### config.mk
export PLATFORM = sky130hd
export DESIGN_NAME = clu_exec
export DESIGN_NICKNAME = d
export VERILOG_FILES = /design/src/hdl/clu_pkg.sv /design/src/hdl/clu_exec.sv
export SDC_FILE = /design/constraint.sdc
export NUM_CORES = 1
export LEC_CHECK = 0
export BUFFER_PORTS_ARGS = -buffer_cell sky130_fd_sc_hd__clkbuf_2
export CAP_MARGIN = 20
export CORE_MARGIN = 2
export CORE_UTILIZATION = 35
export CTS_CLUSTER_DIAMETER = 150
export DETAILED_ROUTE_END_ITERATION = 8
export GPL_TIMING_DRIVEN = 0
export HOLD_SLACK_MARGIN = 0.03
export PLACE_DENSITY = 0.63
export REMOVE_ABC_BUFFERS = 1
export SYNTH_ARGS = -nofsm -noshare
export SYNTH_HDL_FRONTEND = slang
export SYNTH_SLANG_ARGS = --single-unit
### constraint.sdc
create_clock -name i_clk -period 5.2 [get_ports i_clk]
set_input_delay 0.26 -clock i_clk [delete_from_list [all_inputs] [get_ports i_clk]]
set_output_delay 0.26 -clock i_clk [all_outputs]
set_load 0.1 [all_outputs]
### src/hdl/clu_pkg.sv
// Shared types and operation codes of the console line unit.
package clu_pkg;

    typedef enum logic [3:0] {
        OP_POLL    = 4'd0,
        OP_PUSH_RX = 4'd1,
        OP_RD_RXCS = 4'd2,
        OP_WR_RXCS = 4'd3,
        OP_RD_RXDB = 4'd4,
        OP_RD_TXCS = 4'd5,
        OP_WR_TXCS = 4'd6,
        OP_WR_TXDB = 4'd7,
        OP_ACK_RX  = 4'd8,
        OP_ACK_TX  = 4'd9
    } t_op;

    localparam int unsigned IE_BIT = 6;

    typedef struct packed {
        logic [3:0] op;
        logic [7:0] wdata;
        logic [7:0] rx_byte;
    } t_in_item;

    typedef struct packed {
        logic [7:0] rdata;
        logic       tx_valid;
        logic [7:0] tx_byte;
        logic       irq_rx;
        logic       irq_tx;
        logic       rx_dropped;
    } t_out_item;

endpackage

### src/hdl/clu_exec.sv
// Register file and per-beat execution logic of the console line unit.
module clu_exec #(
    parameter int FIFO_DEPTH = 512
) (
    input  logic                          i_clk,
    input  logic                          i_rst_n,
    input  logic                          i_fire,
    input  clu_pkg::t_in_item             i_item,
    input  logic [7:0]                    i_d0,
    input  logic [7:0]                    i_d1,
    output clu_pkg::t_out_item            o_result,
    output logic                          o_wr_en,
    output logic [$clog2(FIFO_DEPTH)-1:0] o_wr_addr,
    output logic [7:0]                    o_wr_data,
    output logic [$clog2(FIFO_DEPTH)-1:0] o_rd_addr0,
    output logic [$clog2(FIFO_DEPTH)-1:0] o_rd_addr1
);

    localparam int AW = $clog2(FIFO_DEPTH);
    localparam int CW = $clog2(FIFO_DEPTH + 1);
    localparam logic [AW-1:0] LAST = AW'(FIFO_DEPTH - 1);
    localparam logic [CW-1:0] FULL = CW'(FIFO_DEPTH);

    function automatic logic [AW-1:0] f_inc(input logic [AW-1:0] a);
        return (a == LAST) ? '0 : a + 1'b1;
    endfunction

    logic [CW-1:0] r_count, n_count;
    logic [AW-1:0] r_head, n_head;
    logic [AW-1:0] r_tail, n_tail;
    logic [7:0]    r_rx_data, n_rx_data;
    logic          r_rx_done, n_rx_done;
    logic          r_rx_en, n_rx_en;
    logic          r_tx_en, n_tx_en;
    logic          r_rx_latch, n_rx_latch;
    logic          r_tx_latch, n_tx_latch;
    logic          push_ok;
    logic          loaded;
    logic          ie;
    logic [AW-1:0] nxt_head;

    assign ie = i_item.wdata[clu_pkg::IE_BIT];

    always_comb begin
        n_count    = r_count;
        n_head     = r_head;
        n_tail     = r_tail;
        n_rx_data  = r_rx_data;
        n_rx_done  = r_rx_done;
        n_rx_en    = r_rx_en;
        n_tx_en    = r_tx_en;
        n_rx_latch = r_rx_latch;
        n_tx_latch = r_tx_latch;
        push_ok    = 1'b0;
        loaded     = 1'b0;
        o_result   = '0;

        // Poll and both receive reads first move a waiting byte into the data register.
        if ((i_item.op == clu_pkg::OP_POLL || i_item.op == clu_pkg::OP_RD_RXCS ||
             i_item.op == clu_pkg::OP_RD_RXDB) && !r_rx_done && r_count != '0) begin
            n_rx_data  = i_d0;
            n_head     = f_inc(r_head);
            n_count    = r_count - 1'b1;
            n_rx_done  = 1'b1;
            n_rx_latch = r_rx_en;
            loaded     = 1'b1;
        end

        unique case (i_item.op)
            clu_pkg::OP_POLL: begin
            end
            clu_pkg::OP_PUSH_RX: begin
                if (r_count == FULL) begin
                    o_result.rx_dropped = 1'b1;
                end else begin
                    push_ok = 1'b1;
                    n_tail  = f_inc(r_tail);
                    n_count = r_count + 1'b1;
                end
            end
            clu_pkg::OP_RD_RXCS: begin
                o_result.rdata = {n_rx_done, r_rx_en, 6'b0};
            end
            clu_pkg::OP_WR_RXCS: begin
                n_rx_en = ie;
                if (r_rx_done && ie && !r_rx_en) begin
                    n_rx_latch = 1'b1;
                end
                if (!(r_rx_done && ie)) begin
                    n_rx_latch = 1'b0;
                end
            end
            clu_pkg::OP_RD_RXDB: begin
                o_result.rdata = n_rx_data;
                if (n_rx_done) begin
                    n_rx_done  = 1'b0;
                    n_rx_latch = 1'b0;
                    // Prefetch: the next byte sits one entry past a byte just loaded.
                    if (n_count != '0) begin
                        n_rx_data  = loaded ? i_d1 : i_d0;
                        n_head     = f_inc(n_head);
                        n_count    = n_count - 1'b1;
                        n_rx_done  = 1'b1;
                        n_rx_latch = r_rx_en;
                    end
                end
            end
            clu_pkg::OP_RD_TXCS: begin
                o_result.rdata = {1'b1, r_tx_en, 6'b0};
            end
            clu_pkg::OP_WR_TXCS: begin
                n_tx_en = ie;
                if (ie && !r_tx_en) begin
                    n_tx_latch = 1'b1;
                end
                if (!ie) begin
                    n_tx_latch = 1'b0;
                end
            end
            clu_pkg::OP_WR_TXDB: begin
                o_result.tx_valid = 1'b1;
                o_result.tx_byte  = i_item.wdata;
                n_tx_latch        = r_tx_en;
            end
            clu_pkg::OP_ACK_RX: begin
                n_rx_latch = r_rx_done && r_rx_en;
            end
            clu_pkg::OP_ACK_TX: begin
                n_tx_latch = 1'b0;
            end
            default: begin
            end
        endcase

        o_result.irq_rx = n_rx_latch || (n_rx_done && n_rx_en);
        o_result.irq_tx = n_tx_latch;
    end

    always_ff @(posedge i_clk) begin
        if (!i_rst_n) begin
            r_count    <= '0;
            r_head     <= '0;
            r_tail     <= '0;
            r_rx_data  <= '0;
            r_rx_done  <= 1'b0;
            r_rx_en    <= 1'b0;
            r_tx_en    <= 1'b0;
            r_rx_latch <= 1'b0;
            r_tx_latch <= 1'b0;
        end else if (i_fire) begin
            r_count    <= n_count;
            r_head     <= n_head;
            r_tail     <= n_tail;
            r_rx_data  <= n_rx_data;
            r_rx_done  <= n_rx_done;
            r_rx_en    <= n_rx_en;
            r_tx_en    <= n_tx_en;
            r_rx_latch <= n_rx_latch;
            r_tx_latch <= n_tx_latch;
        end
    end

    // The memory keeps reading the head and the entry after it for the next beat.
    assign nxt_head   = i_fire ? n_head : r_head;
    assign o_rd_addr0 = nxt_head;
    assign o_rd_addr1 = f_inc(nxt_head);
    assign o_wr_en    = i_fire && push_ok;
    assign o_wr_addr  = r_tail;
    assign o_wr_data  = i_item.rx_byte;

    a_count_range: assert property (@(posedge i_clk) disable iff (!i_rst_n)
        r_count <= FULL)
        else $error("receive queue count exceeds its depth");

    a_empty_full_ptrs: assert property (@(posedge i_clk) disable iff (!i_rst_n)
        (r_count == '0 || r_count == FULL) |-> (r_head == r_tail))
        else $error("queue pointers disagree with an empty or full count");

    a_load_sets_done: assert property (@(posedge i_clk) disable iff (!i_rst_n)
        (i_fire && !r_rx_done && r_count != '0 &&
         (i_item.op == clu_pkg::OP_POLL || i_item.op == clu_pkg::OP_RD_RXCS))
        |=> (r_rx_done && $past(r_count) == r_count + 1'b1))
        else $error("a load from the queue did not set DONE and pop one byte");

endmodule

# After elaboration in Yosys (flattened, before gate mapping)
# Index checks and enable logic that the tools add are counted.
# word_totals
in_bits,39
reg_bits,41
word_cells,90
# op_classes
n_eq_ne,14
n_bitwise,1
n_reduce_logical,19
n_mux,40
n_addsub,7
# op_table
operator,n
$mux W9,10
$mux W10,4
$mux W8,5
$add A9 B1 Y9 const B,4
$eq A9 B9 Y1 const B,4
$pmux W8 S3,1
$pmux W10 S2,1
$reduce_bool A10 Y1,2
$sub A10 B1 Y10 const B,2
$mux W1,17
$eq A4 B3 Y1 const B,4
$add A10 B1 Y10 const B,1
$eq A10 B10 Y1 const B,1
$eq A4 B2 Y1 const B,2
$eq A4 B4 Y1 const B,2
$logic_and A1 B1 Y1,8
$pmux W1 S3,2
$eq A4 B1 Y1 const B,1
$logic_not A4 Y1,1
$logic_not A1 Y1,3
$logic_or A1 B1 Y1,3
$reduce_and A3 Y1,1
$reduce_and A2 Y1,1
$not A1 Y1,1

# Logic depth before layout (Yosys ltp)
# logic_depth
depth_word,14
mapped_depth,26
ltp_nobuf,23

# Worst setup path before layout
# OpenSTA, ideal clock, no wires.
# synth_path
kind,reg-to-output
start,register r_count[9]
end,output port o_rd_addr1[7]
path_slack_ns,-2.179
t_arrival_ns,7.119
path_buffers,5
path_stages_with_launch,20
required_ns,4.940
cell_sequence,dfxtp_1 -> buf_2 -> or4_4 -> o31ai_2 -> buf_2 -> buf_1 -> clkbuf_1 -> o21ai_0 -> ha_1 -> inv_1 -> a211oi_1 -> nand3_1 -> nor2_1 -> ha_1 -> buf_1 -> o41a_1 -> a21oi_1 -> nand2_1 -> or3_1 -> a21oi_1
# synth_via
elab_chain_cells,11
elab_cells_between_ends,17
cone_classes,3 x add/sub; 2 x eq/ne; 9 x mux; 3 x reduce/logical
# synth_lines
item,line_no,text
from (decl),clu_exec.sv:28,"logic [CW-1:0] r_count, n_count;"
from (signal assigned),clu_exec.sv:151,r_count <= n_count;
$reduce_bool A10 Y1,clu_exec.sv:60,i_item.op == clu_pkg::OP_RD_RXDB) && !r_rx_done && r_count != '0) begin
$logic_and A1 B1 Y1,clu_exec.sv:60,
$mux W9,clu_exec.sv:59,if ((i_item.op == clu_pkg::OP_POLL || i_item.op == clu_pkg::OP_RD_RXCS ||
$add A9 B1 Y9 / $eq A9 B9 Y1 (equally long branches),clu_exec.sv:25,return (a == LAST) ? '0 : a + 1'b1;
$mux W9,clu_exec.sv:25,
$mux W9,clu_exec.sv:99,if (n_count != '0) begin
$mux W9,clu_exec.sv:95,if (n_rx_done) begin
$mux W9 (*),clu_exec.sv:69,unique case (i_item.op)
$mux W9 (*),-,
via o_rd_addr0[6],clu_exec.sv:15,"output logic [$clog2(FIFO_DEPTH)-1:0] o_rd_addr0,"
$add A9 B1 Y9 / $eq A9 B9 Y1 (equally long branches),clu_exec.sv:25,
$mux W9 (*),clu_exec.sv:25,
to (decl),clu_exec.sv:16,output logic [$clog2(FIFO_DEPTH)-1:0] o_rd_addr1
# The timed path passes the listed nets; every way through them passes the cells marked *.

# Worst setup path after layout
# layout_path
start,register r_count[7]
end,output port o_rd_addr1[6]
# layout_via
elab_chain_cells,11
elab_cells_between_ends,17
cone_classes,3 x add/sub; 2 x eq/ne; 9 x mux; 3 x reduce/logical
# layout_lines
item,line_no
$reduce_bool A10 Y1,clu_exec.sv:60
$logic_and A1 B1 Y1,clu_exec.sv:60
$mux W9,clu_exec.sv:59
$add A9 B1 Y9 / $eq A9 B9 Y1 (equally long branches),clu_exec.sv:25
$mux W9,clu_exec.sv:25
$mux W9,clu_exec.sv:99
$mux W9,clu_exec.sv:95
$mux W9 (*),clu_exec.sv:69
$mux W9 (*),-
$add A9 B1 Y9 / $eq A9 B9 Y1 (equally long branches),clu_exec.sv:25
$mux W9 (*),clu_exec.sv:25
# Mark *: on every way between the ends. The rest lies on a longest branch, timed or not.

==> impl_metrics.json <==
{
  "wl_met3_mm": 1.02,
  "netlist.area_leader.share_pct": 20.8,
  "synthTopCellsByArea": "dfxtp_1 (21%), nand2_1 (7.1%), nor2_1 (6.0%)",
  "final_core_util_pct": 48.1,
  "drv_slew": 0,
  "wl_per_cell_um": 17.5,
  "place.gp.congestion": 0.913,
  "crit_cells": 20,
  "vias": 4853,
  "max_freq_mhz": 196,
  "syn2layout_area_growth_pct": 33.1,
  "swShare_pct": 39.8,
  "vdd_ir_drop_max_uv": 141,
  "maxSlewHeadroom_pct": 32.9,
  "netlist_instances": 555,
  "post-dp-hpwl_mm": 8.58,
  "highest_layer": "met4",
  "tightestPinTransition_ns": 0.995,
  "numCtsBuffers": 5,
  "synth_top_family_by_area": "simple AND/OR/NAND/NOR gates",
  "run_status": "finished clean",
  "synthAdderAreaFrac_pct": 3.48,
  "syn-mean-instance-area_um2": 7.12,
  "holdCritPathClass": "in -> reg",
  "synth_xor_area_share_pct": 4.43,
  "routed_via_density": 6.17,
  "final.setup.tns_ns": 0,
  "ys_seq_elements": 41,
  "die_h_um": 110,
  "cts.path.max_buffers": 2,
  "cap_violations": 0,
  "pwr-share-seq_pct": 29.1,
  "comb_power_share_pct": 40.1,
  "pre_cts_ws_ns": -0.903,
  "async_reset_ff_share_pct": 0,
  "cts_tree": "built",
  "critPathRequiredTime_ns": 4.94,
  "drive_gt1_share_pct": 30.3,
  "wirelength_mm": 13.8,
  "setup_viol_count_final": 0,
  "synth.distinct_cells": 74,
  "grt_pass1_vias": 4222,
  "clk_pin_slew_ns": 0.06,
  "yosysTopAreaCell": "dfxtp_1",
  "grt_max_degree": 37,
  "num-nets-final": 695,
  "synth_common_cells": "nand2_1 (75), nor2_1 (63), dfxtp_1 (41)",
  "switchingPower_uw": 481,
  "io_pins": 95,
  "setup_slack_ns": 0.0878,
  "crit_path_start_kind": "flip-flop",
  "dr.first_iter.drc_count": 491,
  "finalCritPeriodShare_pct": 98.3,
  "clock_skew_ns": 0.00623,
  "endpoint_kind": "output port",
  "cts-root-buf": "clkbuf_16",
  "drcViolationCount": 0,
  "overflow": 0,
  "slowest_delay_ns": 0.56,
  "port-buffer-count": 78,
  "synthSimpleGateAreaFrac_pct": 32.1,
  "reg2reg_depth": 18,
  "diodes": 0,
  "cp.buffers_inverters": 5,
  "fin_crit_ns": 5.11,
  "arrival_ns": 4.85,
  "wl_met1_mm": 5.55,
  "yosysMostFrequentCell": "nand2_1",
  "ys_seq_area_share_pct": 20.8,
  "p_int_uw": 728,
  "path_max_fanout": 8,
  "ys_warn_count": 0,
  "synthFlopType": "dfxtp_1",
  "die_area_mm2": 0.0122,
  "dp.cells": 734,
  "clk_latency_ns": 0.30,
  "antenna_found_initial": 0,
  "initial_utilization_pct": 36.2,
  "core_area_mm2": 0.0109,
  "synth_compound_area_share_pct": 28.4,
  "rows": 38,
  "grt_use_total_pct": 21.1,
  "die_w_um": 110,
  "path_delay_family": "simple AND/OR/NAND/NOR gates",
  "leakagePower_nw": 2.00,
  "worstSetupPathType": "reg -> out",
  "p_total_mw": 1.21,
  "netlist_area_mm2": 0.00395,
  "cts-htree-levels": 2,
  "synthMuxAreaShare_pct": 4.21,
  "cts.sinks": 41,
  "crit_chain": "or4_4, o31ai_4, buf_4, buf_12, nor2_1, a21oi_2, ha_2, o211a_1, nand4_1, o31ai_4, buf_4, mux2_1, o22a_1, ha_4, nand4_1, inv_1, and3_1, ha_4, nor2_4, buf_12",
  "power_density_mw_per_mm2": 230,
  "cts_hold_buf": 0,
  "grt_pass1_wl_mm": 20.7,
  "route.antenna.remaining_nets": 0,
  "drtPass1Iterations": 6,
  "min_path_cells": 3,
  "finalHoldViolCount": 0,
  "layout.cells.non_filler": 786,
  "power.share.clock_pct": 30.8,
  "synth_enable_flop_cells": 0,
  "met2_length_mm": 6.72,
  "crit_slowest_cell": "or4_4"
}
worst min-delay path, stage by stage:
cell and delay (ns):
clkbuf_2 0.13, nand3_1 0.09, a21oi_1 0.06
per-layer routing:
layer  GRT usage (%)  vias to the layer above
li1                -                     2226
met3            2.82                       52
met1            27.3                     2290
met2            35.1                      285
met4            9.46                        0
met5               0                        -
layout make-up:
class                      instances  area, um2
fill                            1029       5670
tap                              140        175
sequential                        41        837
multi-input combinational        458       3120
clock buffer                       5        125
timing repair buffer             123        893
clock inverter                     3       46.3
inverter                          16       62.6
kinds of logic (layout without fill, tap and decap cells):
logic type	count (synthesis)	in the layout
compound gates	152	153
xor+xnor	20	20
fa+ha+maj	11	11
buf+inv	57	147
flops	41	41
mux	16	16
simple gates	258	258
cells in the final DEF (no fill, tap or decap), types with 4 or more instances in the layout:
| cell | instances |
|---|---|
| a221oi_1 | 5 |
| and3_1 | 7 |
| and2_1 | 17 |
| nor2_1 | 56 |
| ha_4 | 5 |
| dfxtp_1 | 34 |
| clkbuf_2 | 69 |
| nand2b_1 | 4 |
| o22ai_1 | 10 |
| dfxtp_2 | 4 |
| xor2_1 | 11 |
| buf_12 | 9 |
| a21oi_1 | 29 |
| nor3_1 | 20 |
| or3_1 | 7 |
| o31ai_1 | 4 |
| a31oi_1 | 15 |
| inv_1 | 11 |
| xnor2_1 | 9 |
| buf_4 | 40 |
| nor2_4 | 7 |
| nand4_1 | 14 |
| nand3_1 | 15 |
| o21ai_0 | 23 |
| a211oi_1 | 6 |
| mux2i_1 | 10 |
| o21ai_1 | 6 |
| nand2_1 | 75 |
| a211o_1 | 4 |
| clkbuf_16 | 5 |
| nor4_1 | 9 |
worst paths after layout:
kind / start / end / slack [ns]
worst max-delay path: r_count[7] / o_rd_addr1[6] / 0.09
worst min-delay path: i_item[14] / r_rx_en / 0.29
worst max register to register: r_count[7] / r_rx_data[3] / 1.33
worst min register to register: r_tx_latch / r_tx_latch / 0.51
power by group through the flow:
stage | clock network, mW | logic (mW) | registers, mW
final | 0.372 | 0.485 | 0.351
after global routing | 0.390 | 0.515 | 0.352
after CTS | 0.375 | 0.428 | 0.350
after detailed placement | 0 | 0.379 | 0.355
after global placement | 0 | 0.369 | 0.355
after floorplan | 0 | 0.291 | 0.350
repair_timing:
| item | CTS | global route |
|---|---|---|
| buffers inserted | 15 | 25 |
| pin swaps | 10 | 11 |
| endpoints found under the setup margin | 15 | 9 |
| cloned | 2 | 1 |
| gates resized for setup | 45 | 54 |
state kept, by name (all words and copies together) (netlist names):
name,count
r_tx_en,1
r_rx_latch,1
r_head,9
r_tx_latch,1
r_rx_data,8
r_rx_done,1
r_rx_en,1
r_count,10
o_wr_addr,9
per-stage QoR:
| step | hold WS, ns | cell area [um2] |
|---|---|---|
| final | 0.289 | 5260 |
| after CTS | 0.293 | 4860 |
| after global routing | 0.321 | 5260 |
| after floorplan | 0.356 | 3750 |
| after detailed placement | 0.500 | 4360 |
| after global placement | 0.481 | 4320 |
Power figures use the tool's default switching activity.
